## src/hdl/kmp_pkg.sv

```systemverilog
// ============================================================================
// kmp_pkg - keyboard macro player shared types
// Item structs, action and entry-type codes, modifier decode.
// ============================================================================
`default_nettype none

package kmp_pkg;

    // action codes of an input item
    localparam logic [1:0] ACT_WRITE = 2'd0;
    localparam logic [1:0] ACT_POLL  = 2'd1;
    localparam logic [1:0] ACT_SENT  = 2'd2;
    localparam logic [1:0] ACT_TICK  = 2'd3;

    // program entry types
    localparam logic [2:0] ET_END    = 3'd0;
    localparam logic [2:0] ET_DOWN   = 3'd1;
    localparam logic [2:0] ET_UP     = 3'd2;
    localparam logic [2:0] ET_TAP    = 3'd3;
    localparam logic [2:0] ET_DELAY  = 3'd4;
    localparam logic [2:0] ET_PAUSE  = 3'd5;
    localparam logic [2:0] ET_UNPROG = 3'd6;
    localparam logic [2:0] ET_NOP    = 3'd7;

    localparam logic [7:0] DEFAULT_UNIT_MS = 8'd10;

    // program entry: type above value
    localparam int ENTRY_W = 11;

    typedef struct packed {
        logic [1:0] action;
        logic [4:0] switch_levels;
        logic [2:0] entry_slot;
        logic [4:0] entry_position;
        logic [2:0] entry_type;
        logic [7:0] entry_value;
    } t_in;

    typedef struct packed {
        logic [3:0] modifier_bits;
        logic [7:0] report_key_0;
        logic [7:0] report_key_1;
        logic [7:0] report_key_2;
        logic [7:0] report_key_3;
        logic [7:0] report_key_4;
        logic [7:0] report_key_5;
        logic       macro_running;
        logic       reset_request;
    } t_out;

    // left ctrl/shift/alt/gui usages 0xE0..0xE3 map to modifier bits 0..3
    function automatic logic [3:0] mod_of(input logic [7:0] key);
        logic [3:0] m;
        m = 4'b0000;
        if (key[7:2] == 6'b111000) begin
            m = 4'b0001 << key[1:0];
        end
        return m;
    endfunction

endpackage

`default_nettype wire

```

## src/hdl/keyboard_macro_player_core.sv

```systemverilog
// ============================================================================
// keyboard_macro_player_core - per-switch key macro player
// Steps programmed key macros into a six-key HID report with modifiers.
// ============================================================================
// Every input item gives exactly one result item: its program memory read
// feeds the step stage, whose step and report update land in the output
// register. Program writes, report-sent and tick items are taken one per
// cycle while the output is not stalled and no poll is ahead. A poll item
// holds the input while it sits in the step stage: the step it takes
// writes back the macro state (active macro, step positions, switch
// history, sent flag) that the next poll needs to form its program memory
// address. The output register separates the two sides: a new item is
// still taken while a finished result waits on i_out_stall, as long as
// the step stage is empty. The program store is one RAM of
// SWITCH_COUNT*PROGRAM_DEPTH entries (3-bit type, 8-bit value), written at
// accept of a write item and read at accept of a poll that steps. Its
// contents are undefined after reset and there is no clearing pass: a
// macro must be programmed before it is played. Register 0 (byte address
// 0) holds the delay unit in milliseconds, reset 10; a delay step waits
// until more than value*unit ticks have passed since it first ran.
// ============================================================================
`default_nettype none

module keyboard_macro_player_core #(
    parameter int PROGRAM_DEPTH = 32,
    parameter int SWITCH_COUNT  = 5,
    parameter int REPORT_KEYS   = 6
) (
    input  wire logic          i_clk,
    input  wire logic          i_rst_n,
    // input items
    input  wire logic          i_in_valid,
    output logic               o_in_stall,
    input  wire kmp_pkg::t_in  i_in_item,
    // result items
    output logic               o_out_valid,
    input  wire logic          i_out_stall,
    output kmp_pkg::t_out      o_out_item,
    // register port
    input  wire logic          psel,
    input  wire logic          penable,
    input  wire logic          pwrite,
    input  wire logic [2:0]    paddr,
    input  wire logic [31:0]   pwdata,
    output logic      [31:0]   prdata,
    output logic               pready
);

    import kmp_pkg::*;

    localparam int MW        = (SWITCH_COUNT > 1) ? $clog2(SWITCH_COUNT) : 1;
    localparam int PW        = $clog2(PROGRAM_DEPTH + 1);
    localparam int CW        = $clog2(REPORT_KEYS + 1);
    localparam int KW        = (REPORT_KEYS > 1) ? $clog2(REPORT_KEYS) : 1;
    localparam int DEPTH_ALL = SWITCH_COUNT * PROGRAM_DEPTH;
    localparam int AW        = $clog2(DEPTH_ALL);

    // ------------------------------------------------------------------
    // configuration
    // ------------------------------------------------------------------
    logic [7:0] r_unit;
    logic       cfg_wr;

    assign cfg_wr = psel && penable && pwrite && (paddr[2] == 1'b0);
    assign pready = 1'b1;
    assign prdata = paddr[2] ? 32'd0 : {24'd0, r_unit};

    // ------------------------------------------------------------------
    // state registers
    // ------------------------------------------------------------------
    logic                    r_act_valid;     // a macro is running
    logic [MW-1:0]           r_act_idx;
    logic [PW-1:0]           r_pos [SWITCH_COUNT];
    logic [SWITCH_COUNT-1:0] r_hist;          // switch levels at last edge seen
    logic                    r_sent;
    logic                    r_tap;
    logic                    r_dly;
    logic [31:0]             r_dstart;
    logic [31:0]             r_ms;
    logic [7:0]              r_keys [REPORT_KEYS];
    logic [CW-1:0]           r_cnt;
    logic [3:0]              r_mods;

    // stage 1: item accepted, program read in flight
    logic                    r_s1_valid;
    logic [1:0]              r_s1_act;
    logic                    r_s1_take;       // poll takes a step
    logic                    r_s1_setact;     // poll starts/resumes a macro
    logic [MW-1:0]           r_s1_macro;
    logic [PW-1:0]           r_s1_pos;
    logic [SWITCH_COUNT-1:0] r_s1_hist;
    logic                    r_s1_rreq;

    // output register
    logic                    r_out_valid;
    t_out                    r_out_item;

    // ------------------------------------------------------------------
    // handshake
    // ------------------------------------------------------------------
    logic s1_adv;
    logic in_acc;

    assign s1_adv     = r_s1_valid && (!r_out_valid || !i_out_stall);
    // a poll in the step stage owns the macro state until it writes back
    assign o_in_stall = !i_rst_n ||
                        (r_s1_valid && ((r_s1_act == ACT_POLL) || !s1_adv));
    assign in_acc     = i_in_valid && !o_in_stall;

    // ------------------------------------------------------------------
    // accept stage: decide what a poll does, form program address
    // ------------------------------------------------------------------
    logic [7:0]              lv8;
    logic [SWITCH_COUNT-1:0] lv;
    logic                    sent_eff;
    logic                    d_take;
    logic                    d_setact;
    logic [MW-1:0]           d_macro;
    logic [PW-1:0]           d_pos;
    logic [SWITCH_COUNT-1:0] d_hist;
    logic                    d_press;

    assign lv8 = {3'd0, i_in_item.switch_levels};
    assign lv  = lv8[SWITCH_COUNT-1:0];

    // a report-sent item draining this cycle counts for the poll behind it
    assign sent_eff = r_sent || (r_s1_valid && (r_s1_act == ACT_SENT));

    always_comb begin
        d_take   = 1'b0;
        d_setact = 1'b0;
        d_macro  = r_act_idx;
        d_pos    = r_pos[r_act_idx];
        d_hist   = r_hist;
        d_press  = 1'b0;
        if (r_act_valid) begin
            d_take = sent_eff;
        end else begin
            // first switch whose level differs from its history wins
            for (int i = SWITCH_COUNT - 1; i >= 0; i--) begin
                if (lv[i] != r_hist[i]) begin
                    d_setact = 1'b1;
                    d_macro  = MW'(i);
                    d_press  = lv[i];
                end
            end
            d_take = d_setact;
            if (d_setact) begin
                d_pos  = d_press ? '0 : r_pos[d_macro];
                d_hist = r_hist ^ (SWITCH_COUNT'(1) << d_macro);
            end
        end
    end

    logic          mem_we;
    logic          mem_re;
    logic [AW-1:0] mem_waddr;
    logic [AW-1:0] mem_raddr;
    logic [ENTRY_W-1:0] mem_q;

    assign mem_we = in_acc && (i_in_item.action == ACT_WRITE) &&
                    (32'(i_in_item.entry_slot) < 32'(SWITCH_COUNT)) &&
                    (32'(i_in_item.entry_position) < 32'(PROGRAM_DEPTH));
    assign mem_waddr = AW'(i_in_item.entry_slot) * AW'(PROGRAM_DEPTH) +
                       AW'(i_in_item.entry_position);
    assign mem_re    = in_acc && (i_in_item.action == ACT_POLL) && d_take;
    assign mem_raddr = AW'(d_macro) * AW'(PROGRAM_DEPTH) + AW'(d_pos);

    kmp_ram #(
        .WIDTH (ENTRY_W),
        .DEPTH (DEPTH_ALL)
    ) u_prog (
        .i_clk   (i_clk),
        .i_we    (mem_we),
        .i_waddr (mem_waddr),
        .i_wdata ({i_in_item.entry_type, i_in_item.entry_value}),
        .i_re    (mem_re),
        .i_raddr (mem_raddr),
        .o_rdata (mem_q)
    );

    // ------------------------------------------------------------------
    // step stage: execute the entry
    // ------------------------------------------------------------------
    logic          st;            // a step executes this cycle
    logic          past_end;
    logic [2:0]    etype;
    logic [7:0]    kv;
    logic          s_press;
    logic          s_release;
    logic          inc;
    logic [PW-1:0] newpos;
    logic          stop;
    logic          n_tap;
    logic          n_dly;
    logic [31:0]   n_dstart;
    logic [31:0]   elapsed;
    logic [15:0]   limit;

    assign st       = s1_adv && (r_s1_act == ACT_POLL) && r_s1_take;
    assign past_end = 32'(r_s1_pos) >= 32'(PROGRAM_DEPTH);
    assign etype    = past_end ? ET_END : mem_q[10:8];
    assign kv       = mem_q[7:0];
    assign elapsed  = r_ms - r_dstart;
    assign limit    = 16'(kv) * 16'(r_unit);

    always_comb begin
        s_press   = 1'b0;
        s_release = 1'b0;
        inc       = 1'b0;
        n_tap     = r_tap;
        n_dly     = r_dly;
        n_dstart  = r_dstart;
        if (st && !past_end) begin
            unique case (etype)
                ET_DOWN: begin
                    s_press = 1'b1;
                    inc     = 1'b1;
                end
                ET_UP: begin
                    s_release = 1'b1;
                    inc       = 1'b1;
                end
                ET_TAP: begin
                    if (r_tap) begin
                        s_release = 1'b1;
                        n_tap     = 1'b0;
                        inc       = 1'b1;
                    end else begin
                        s_press = 1'b1;
                        n_tap   = 1'b1;
                    end
                end
                ET_DELAY: begin
                    if (!r_dly) begin
                        n_dly    = 1'b1;
                        n_dstart = r_ms;
                    end else if (elapsed > {16'd0, limit}) begin
                        n_dly = 1'b0;
                        inc   = 1'b1;
                    end
                end
                ET_END, ET_PAUSE, ET_UNPROG, ET_NOP: begin
                    inc = 1'b1;
                end
                default: begin
                    inc = 1'b0;
                end
            endcase
        end
    end

    assign newpos = r_s1_pos + PW'(inc);
    assign stop   = past_end || (etype == ET_END) || (etype == ET_UNPROG) ||
                    (etype == ET_PAUSE) || (32'(newpos) >= 32'(PROGRAM_DEPTH));

    // held key list: packed from lane 0, a release fills its hole with the last
    logic          found;
    logic [KW-1:0] at;
    logic [KW-1:0] last_idx;
    logic [7:0]    n_keys [REPORT_KEYS];
    logic [CW-1:0] n_cnt;
    logic [3:0]    n_mods;

    assign last_idx = KW'(r_cnt - 1'b1);

    always_comb begin
        found = 1'b0;
        at    = '0;
        for (int j = 0; j < REPORT_KEYS; j++) begin
            if (!found && (CW'(j) < r_cnt) && (r_keys[j] == kv)) begin
                found = 1'b1;
                at    = KW'(j);
            end
        end
        n_keys = r_keys;
        n_cnt  = r_cnt;
        n_mods = r_mods;
        if (s_press) begin
            if ((kv != 8'd0) && !found && (r_cnt < CW'(REPORT_KEYS))) begin
                n_keys[KW'(r_cnt)] = kv;
                n_cnt              = r_cnt + 1'b1;
            end
            n_mods = r_mods | mod_of(kv);
        end
        if (s_release) begin
            if (found) begin
                n_keys[at]       = r_keys[last_idx];
                n_keys[last_idx] = 8'd0;
                n_cnt            = r_cnt - 1'b1;
            end
            n_mods = r_mods & ~mod_of(kv);
        end
    end

    // running flag after this item
    logic          n_act_valid;
    logic [MW-1:0] n_act_idx;

    always_comb begin
        n_act_valid = r_act_valid;
        n_act_idx   = r_act_idx;
        if (s1_adv && (r_s1_act == ACT_POLL)) begin
            if (r_s1_setact) begin
                n_act_valid = 1'b1;
                n_act_idx   = r_s1_macro;
            end
            if (r_s1_take && stop) begin
                n_act_valid = 1'b0;
            end
        end
    end

    // result item
    logic [7:0] keys6 [6];
    t_out       n_out;

    always_comb begin
        for (int k = 0; k < 6; k++) begin
            keys6[k] = 8'd0;
        end
        for (int k = 0; k < REPORT_KEYS; k++) begin
            keys6[k] = n_keys[k];
        end
        n_out.modifier_bits = n_mods;
        n_out.report_key_0  = keys6[0];
        n_out.report_key_1  = keys6[1];
        n_out.report_key_2  = keys6[2];
        n_out.report_key_3  = keys6[3];
        n_out.report_key_4  = keys6[4];
        n_out.report_key_5  = keys6[5];
        n_out.macro_running = n_act_valid;
        n_out.reset_request = (r_s1_act == ACT_POLL) && r_s1_rreq;
    end

    // ------------------------------------------------------------------
    // registers
    // ------------------------------------------------------------------
    always_ff @(posedge i_clk) begin
        if (!i_rst_n) begin
            r_unit      <= DEFAULT_UNIT_MS;
            r_act_valid <= 1'b0;
            r_act_idx   <= '0;
            for (int i = 0; i < SWITCH_COUNT; i++) begin
                r_pos[i] <= '0;
            end
            r_hist      <= '0;
            r_sent      <= 1'b0;
            r_tap       <= 1'b0;
            r_dly       <= 1'b0;
            r_dstart    <= '0;
            r_ms        <= '0;
            for (int j = 0; j < REPORT_KEYS; j++) begin
                r_keys[j] <= 8'd0;
            end
            r_cnt       <= '0;
            r_mods      <= 4'd0;
            r_s1_valid  <= 1'b0;
            r_out_valid <= 1'b0;
        end else begin
            if (cfg_wr) begin
                r_unit <= pwdata[7:0];
            end

            if (in_acc) begin
                r_s1_valid <= 1'b1;
            end else if (s1_adv) begin
                r_s1_valid <= 1'b0;
            end

            if (s1_adv) begin
                r_out_valid <= 1'b1;
            end else if (!i_out_stall) begin
                r_out_valid <= 1'b0;
            end

            r_act_valid <= n_act_valid;
            r_act_idx   <= n_act_idx;

            if (s1_adv) begin
                unique case (r_s1_act)
                    ACT_SENT: begin
                        r_sent <= 1'b1;
                    end
                    ACT_TICK: begin
                        r_ms <= r_ms + 32'd1;
                    end
                    ACT_POLL: begin
                        r_hist <= r_s1_hist;
                        if (r_s1_take) begin
                            r_sent   <= 1'b0;
                            r_tap    <= n_tap;
                            r_dly    <= n_dly;
                            r_dstart <= n_dstart;
                            r_keys   <= n_keys;
                            r_cnt    <= n_cnt;
                            r_mods   <= n_mods;
                            if (!past_end) begin
                                r_pos[r_s1_macro] <= newpos;
                            end
                        end
                    end
                    ACT_WRITE: begin
                        r_sent <= r_sent;
                    end
                    default: begin
                        r_sent <= r_sent;
                    end
                endcase
            end
        end
    end

    // payload registers
    always_ff @(posedge i_clk) begin
        if (in_acc) begin
            r_s1_act    <= i_in_item.action;
            r_s1_take   <= d_take;
            r_s1_setact <= d_setact;
            r_s1_macro  <= d_macro;
            r_s1_pos    <= d_pos;
            r_s1_hist   <= d_hist;
            r_s1_rreq   <= i_in_item.switch_levels[0] && i_in_item.switch_levels[4];
        end
        if (s1_adv) begin
            r_out_item <= n_out;
        end
    end

    assign o_out_valid = r_out_valid;
    assign o_out_item  = r_out_item;

endmodule

`default_nettype wire

```

## src/hdl/kmp_ram.sv

```systemverilog
// ============================================================================
// kmp_ram - generic simple dual-port RAM
// One write port, one read port with registered read data and read enable.
// ============================================================================
`default_nettype none

module kmp_ram #(
    parameter int WIDTH = 11,
    parameter int DEPTH = 160
) (
    input  wire logic                     i_clk,
    input  wire logic                     i_we,
    input  wire logic [$clog2(DEPTH)-1:0] i_waddr,
    input  wire logic [WIDTH-1:0]         i_wdata,
    input  wire logic                     i_re,
    input  wire logic [$clog2(DEPTH)-1:0] i_raddr,
    output logic      [WIDTH-1:0]         o_rdata
);

    logic [WIDTH-1:0] r_mem [DEPTH];
    logic [WIDTH-1:0] r_rdata;

    always_ff @(posedge i_clk) begin
        if (i_we) begin
            r_mem[i_waddr] <= i_wdata;
        end
        if (i_re) begin
            r_rdata <= r_mem[i_raddr];
        end
    end

    assign o_rdata = r_rdata;

endmodule

`default_nettype wire

```

## config.mk

```make
export PLATFORM = sky130hd
export DESIGN_NAME = keyboard_macro_player_core
export DESIGN_NICKNAME = d
export VERILOG_FILES = /design/src/hdl/kmp_pkg.sv /design/src/hdl/keyboard_macro_player_core.sv /design/src/hdl/kmp_ram.sv
export SDC_FILE = /design/constraint.sdc
export NUM_CORES = 2
export LEC_CHECK = 0
export BUFFER_PORTS_ARGS = -buffer_cell sky130_fd_sc_hd__buf_2
export CAP_MARGIN = 20
export CORE_UTILIZATION = 63
export DETAILED_ROUTE_END_ITERATION = 7
export PLACE_DENSITY = 0.8
export SLEW_MARGIN = 20
export SYNTH_ARGS = -nofsm -noshare
export SYNTH_HDL_FRONTEND = slang
export SYNTH_SLANG_ARGS = --single-unit
export TNS_END_PERCENT = 20
```

## constraint.sdc

```tcl
create_clock -name i_clk -period 11.2 [get_ports i_clk]
set_clock_uncertainty 0.2 [all_clocks]
set_input_delay 2.24 -clock i_clk [delete_from_list [all_inputs] [get_ports i_clk]]
set_output_delay 2.24 -clock i_clk [all_outputs]
set_load 0.1 [all_outputs]
```

======== Yosys cells after proc, flatten, opt, wreduce, memory -nomap -nowiden ========
Memories as Yosys holds them, arrays and structs flattened. A register that Yosys moved wholly into a read port is not among the register bits.
Index checks and enable logic that the tools add are counted.
word-level totals
  memories kept ........................... 2
  bits in writable memories ............... 1790
  input port bits ......................... 68
  register bits after elaboration ......... 214
memory list
  name          words  width  read ports  clocked after Yosys merged registers in  write ports  RTL line                          text
  u_prog.r_mem  160    11     1           1                                        1            kmp_ram.sv:20                     logic [WIDTH-1:0] r_mem [DEPTH];
  r_pos         5      6      2           1                                        5            keyboard_macro_player_core.sv:73  logic [PW-1:0] r_pos [SWITCH_COUNT];
operators by class
  order comparisons ....................... 17
  shift operators ......................... 2
  eq/ne operators ......................... 25
  bitwise operators ....................... 11
  multiply operators ...................... 1
  reduce and logical (&&, ||, !) cells .... 68
  add/subtract/negate cells ............... 7
  muxes and demuxes ....................... 97
operators with widths
  kind                                                       count
  two-way mux 48 bit                                         4
  bitwise mux 48 bit                                         2
  demux 8 bit (select 3 bit)                                 3
  two-way mux 3 bit                                          19
  AND 48 bit                                                 1
  == test 8 bit                                              6
  two-way mux 8 bit                                          6
  NOT 48 bit                                                 1
  two-way mux 1 bit                                          47
  logical AND 1 bit                                          33
  adder 32 x 1 -> 32 bit (second input constant)             1
  > comparator 32 x 16 -> 1 bit                              1
  subtractor 32 bit                                          1
  binary-select mux 8 bit (select 3 bit)                     1
  two-way mux 6 bit                                          4
  two-way mux 4 bit                                          5
  multiplier 8 x 8 -> 16 bit                                 1
  == test 3 bit (second input constant)                      4
  greater-or-equal comparator 4 bit (second input constant)  3
  greater-or-equal comparator 6 bit (second input constant)  2
  logical NOT 1 bit                                          12
  < comparator 4 x 1 -> 1 bit (second input constant)        3
  NOT 3 -> 4 bit                                             3
  OR reduction 6 bit                                         2
  36 further kinds                                           63

======== Depth between registers and ports, before layout ========
  depth after elaboration ................. 32
  depth in mapped cells ................... 40
  depth with buffers taken out ............ 37

======== By module ========
From an unflattened synthesis, not the netlist that was laid out.
second synthesis, totals
  cell total of the unflattened synthesis .. 5229
  area total of the unflattened synthesis .. 86792.0 µm²
modules (own cells, without submodules)
  module                      cells each  area an instance (µm²)  sequential area each (µm²)  instances
  kmp_ram                     3345        69075.0                 53181.0                     1
  keyboard_macro_player_core  1884        17717.0                 6516.2                      1

======== Least setup slack after synthesis ========
Ideal clock, no wire load.
  kind .................................... register -> register
  start point ............................. register u_prog.r_rdata[1], in the netlist u_prog.o_rdata[1] (read register of u_prog.r_mem)
  end point ............................... memory r_pos[5][4] (netlist bit) (data pin)
  data required time ...................... 10725 ps
  slack ................................... 3048 ps
  buffers on the path ..................... 3
  stages on the path, launching flop included .. 38
  library setup time ...................... 275 ps
  arrival ................................. 7678 ps
  path through ............................ edfxtp_1 > clkbuf_1 > buf_1 > clkbuf_1 > nand2_1 > fa_1 > fa_1 > inv_1 > fa_1 > inv_1 > fa_1 > inv_1 > ha_1 > inv_1 > o21bai_1 > a21oi_1 > o21bai_1 > a21oi_1 > [2 not listed] > o21ai_0 > nand2b_1 > a21oi_1 > xnor2_1 > ha_1 > nand4_1 > or4_1 > o31ai_1 > o2111a_1 > nand4_1 > or4_1 > nor4_1 > a21oi_1 > ha_1 > ha_1 > nand3_1 > xor2_1 > inv_1
RTL lines
  what             RTL line                          text
  start, declared  kmp_ram.sv:21                     logic [WIDTH-1:0] r_rdata;
  end, declared    keyboard_macro_player_core.sv:73

==> metrics.csv <==
metric,value,unit
status,finished clean,
cp.arrival,9.76,ns
switchingPower,3.57,mW
worstMarginPinSlew,1.21,ns
p_total,15.7,mW
grt_pass1_vias,56000,
fp.dieH,373,um
syn_avg_cell_area,12.3,um^2
cts_tree,built,
irDropWorstVdd,0.148,mV
ys_ff_latch,2036,
vias,59100,
start_util,0.638,
ioPinCount,157,
antenna_found_initial,16,
design.core.area,0.136,mm^2
dr.pass1.iters,6,
port_buffers,105,
layout.nets,7227,
gp_congestion,0.915,
crit_type,reg -> reg,
fin_cells,8988,
clkPwrFrac,0.413,
cts_hold_buf,0,
setup_ws,1.78,ns
rsz0062_at_grt,no,
async_reset_ff_frac,0,
synth_cell_types,92,
clk_pin_slew,0.06,ns
post_cts_resized,0,
cts.htree.levels,4,
wire_per_inst,25.2,um
grt.overflow.total,0,
hpwlAfterDp,132,mm
met2_usage,0.498,
ys.flop_type,edfxtp_1,
cap_violations,0,
intPower,12.1,mW
cts_root_buffer,clkbuf_16,
sw_frac_of_total,0.227,
dieArea,0.139,mm^2
synthToLayoutAreaGrowth,9.55,%
cts_max_path_buffers,3,
clk_latency,0.84,ns
required,11.54,ns
remaining_drc_errors,0,
finalCritPeriodShare,0.841,
tns,0,ns
max-slew-margin-rel,0.187,
netlist_area,0.0869,mm^2
numCtsBuffers,199,
viasPerCell,6.57,
grt_most_used_layer,met2,
first_iter_violations,8723,
clock_sinks,2036,
grt_usage,0.320,
drt-total-wl,226,mm
leakage,32.6,nW
die_w,373,um
drive_gt1_frac,0.0846,
finalHoldViolations,0,
crit_top_cell,inv_1,
finalSetupViolations,0,
path_buf_inv,5,
drtAntennaViolNets,0,
groute.layer.met3.usage,0.0739,
powerDensity,165,mW/mm^2
synthCells,7048,
utilization,0.699,
synth_enable_flop_cells,1892,
cp_top_family,adder cells,
final_max_slew_viol_count,0,
pre_cts_ws,1.78,ns
combinationalPowerShare,0.057,
period_needed,9.42,ns
grt_max_degree,165,
start_kind,flip-flop,
slowest_stage,edfxtp_1,
fmax,0.106,GHz
row_count,135,
end_kind,flip-flop,
use_met1,0.429,
fillCellCount,8774,
synth-seq-area-share,0.687,
postCtsSetupBuffers,0,
placed_cells,8607,
seqPwrFrac,0.531,
hp-class,reg -> reg,
crit_fanout,21,
cpPeakStageDelay,1.03,ns
grt_first_pass_wirelength,338,mm
ys_warn_count,0,
==> cell families (layout without fill, tap and decap cells) <==
kind of cell               after synthesis  in the layout  share of synthesized area
muxes                                  145            145                     0.0194
and+or+nand+nor                       3123           3123                      0.157
AOI/OAI and AO/OA                      896            896                     0.0724
buffers and inverters                  594            723                     0.0301
DFF                                   2036           2036                      0.687
xor gates and xnor gates               123            123                     0.0127
other                                    2             32                  0.0000864
adders and majority gates              129            129                     0.0217
==> sequential cells by signal (all words and copies together) (netlist names), 6 cells and up, named ones only <==
| signal | count |
|---|---|
| u_prog.r_mem | 1760 |
| o_out_item | 54 |
| r_keys | 48 |
| r_pos | 48 |
| r_dstart | 32 |
| r_ms | 32 |
| u_prog.o_rdata | 11 |
| r_unit | 8 |
| r_s1_pos | 6 |
==> layout make-up <==
class | instances | area, um^2 | share of cell area
flip-flops and latches | 2036 | 59700 | 0.627
multi-input cells | 4441 | 24900 | 0.261
clock buffers | 254 | 5240 | 0.0550
well taps | 1781 | 2230 | 0.0234
repair buffers | 216 | 1550 | 0.0163
clock inverters | 116 | 1060 | 0.0112
inverters | 137 | 541 | 0.00568
diodes | 7 | 17.5 | 0.000184
==> final timing paths <==
kind,start,end,slack (ns),cells past startpoint
setup / recovery,u_prog.o_rdata[4]$_DFFE_PP_,r_pos[7][2]$_DFFE_PP_,1.78,33
hold / removal,r_dstart[11]$_SDFFE_PN0P_,r_dstart[11]$_SDFFE_PN0P_,0.26,2
setup reg to reg,u_prog.o_rdata[4]$_DFFE_PP_,r_pos[7][2]$_DFFE_PP_,1.78,33
hold reg to reg,r_dstart[11]$_SDFFE_PN0P_,r_dstart[11]$_SDFFE_PN0P_,0.26,2
==> synthesized netlist by cell type (22+ instances only) <==
master,count,area (um^2)
clkbuf_1,205,769
and3_1,41,257
nor2_1,311,1170
a22oi_1,28,210
fa_1,37,741
o21ai_0,64,320
dfxtp_1,144,2880
a311oi_1,44,385
a32oi_1,179,1570
mux2i_1,120,1200
and2_1,146,913
buf_1,53,199
a31oi_1,130,813
ha_1,91,1140
nor2b_1,33,206
a221oi_1,22,193
o22ai_1,22,138
nor3_1,33,165
buf_2,154,771
a211oi_1,43,323
buf_4,37,278
inv_1,132,495
xor2_1,37,324
edfxtp_1,1892,56800
nand2_1,1760,6610
a21oi_1,205,1030
xnor2_1,82,718
nand3_1,634,3170
a21boi_0,53,398
nand4_1,79,494
==> power by group through the flow <==
stage	sequential [mW]	combinational, mW	clock [mW]
finish	8.34	0.894	6.49
global route	8.34	0.939	6.81
CTS	8.34	0.868	6.50
detailed placement	8.50	0.863	0
global placement	8.50	0.840	0
floorplan	8.55	0.471	0
==> tightest hold or removal path, stage by stage (launching register included) <==
cell	delay [ns]
dfxtp_1	0.31
nand2_1	0.04
a21boi_0	0.06
==> layout by cell type (no fill, tap or decap), drive strengths merged, types with 64 or more instances in the layout <==
cell / netlist / routed
nand4: 81 / 81
mux2i: 120 / 120
ha: 91 / 91
dfxtp: 144 / 144
a32oi: 179 / 179
nand3: 635 / 635
nor2: 315 / 315
buf: 250 / 216
clkinv: 3 / 86
xnor2: 84 / 84
nand2: 1761 / 1761
a31oi: 130 / 130
o21ai: 64 / 64
inv: 134 / 144
and2: 147 / 147
a21oi: 206 / 206
edfxtp: 1892 / 1892
clkbuf: 207 / 254
==> routing by layer <==
layer	routed length, um	vias up
met2	105000	4147
met3	28200	641
met5	134	-
li1	-	25700
met1	81800	28600
met4	10800	20
==> per-stage QoR <==
step	area, um^2	hold slack, ns
final	95200	0.264
after global routing	95200	0.284
after CTS	95100	0.265
after detailed placement	88800	0.257
after global placement	88700	0.250
after floorplan	87000	0.243
Note: power is estimated with default switching activity, not from simulation.
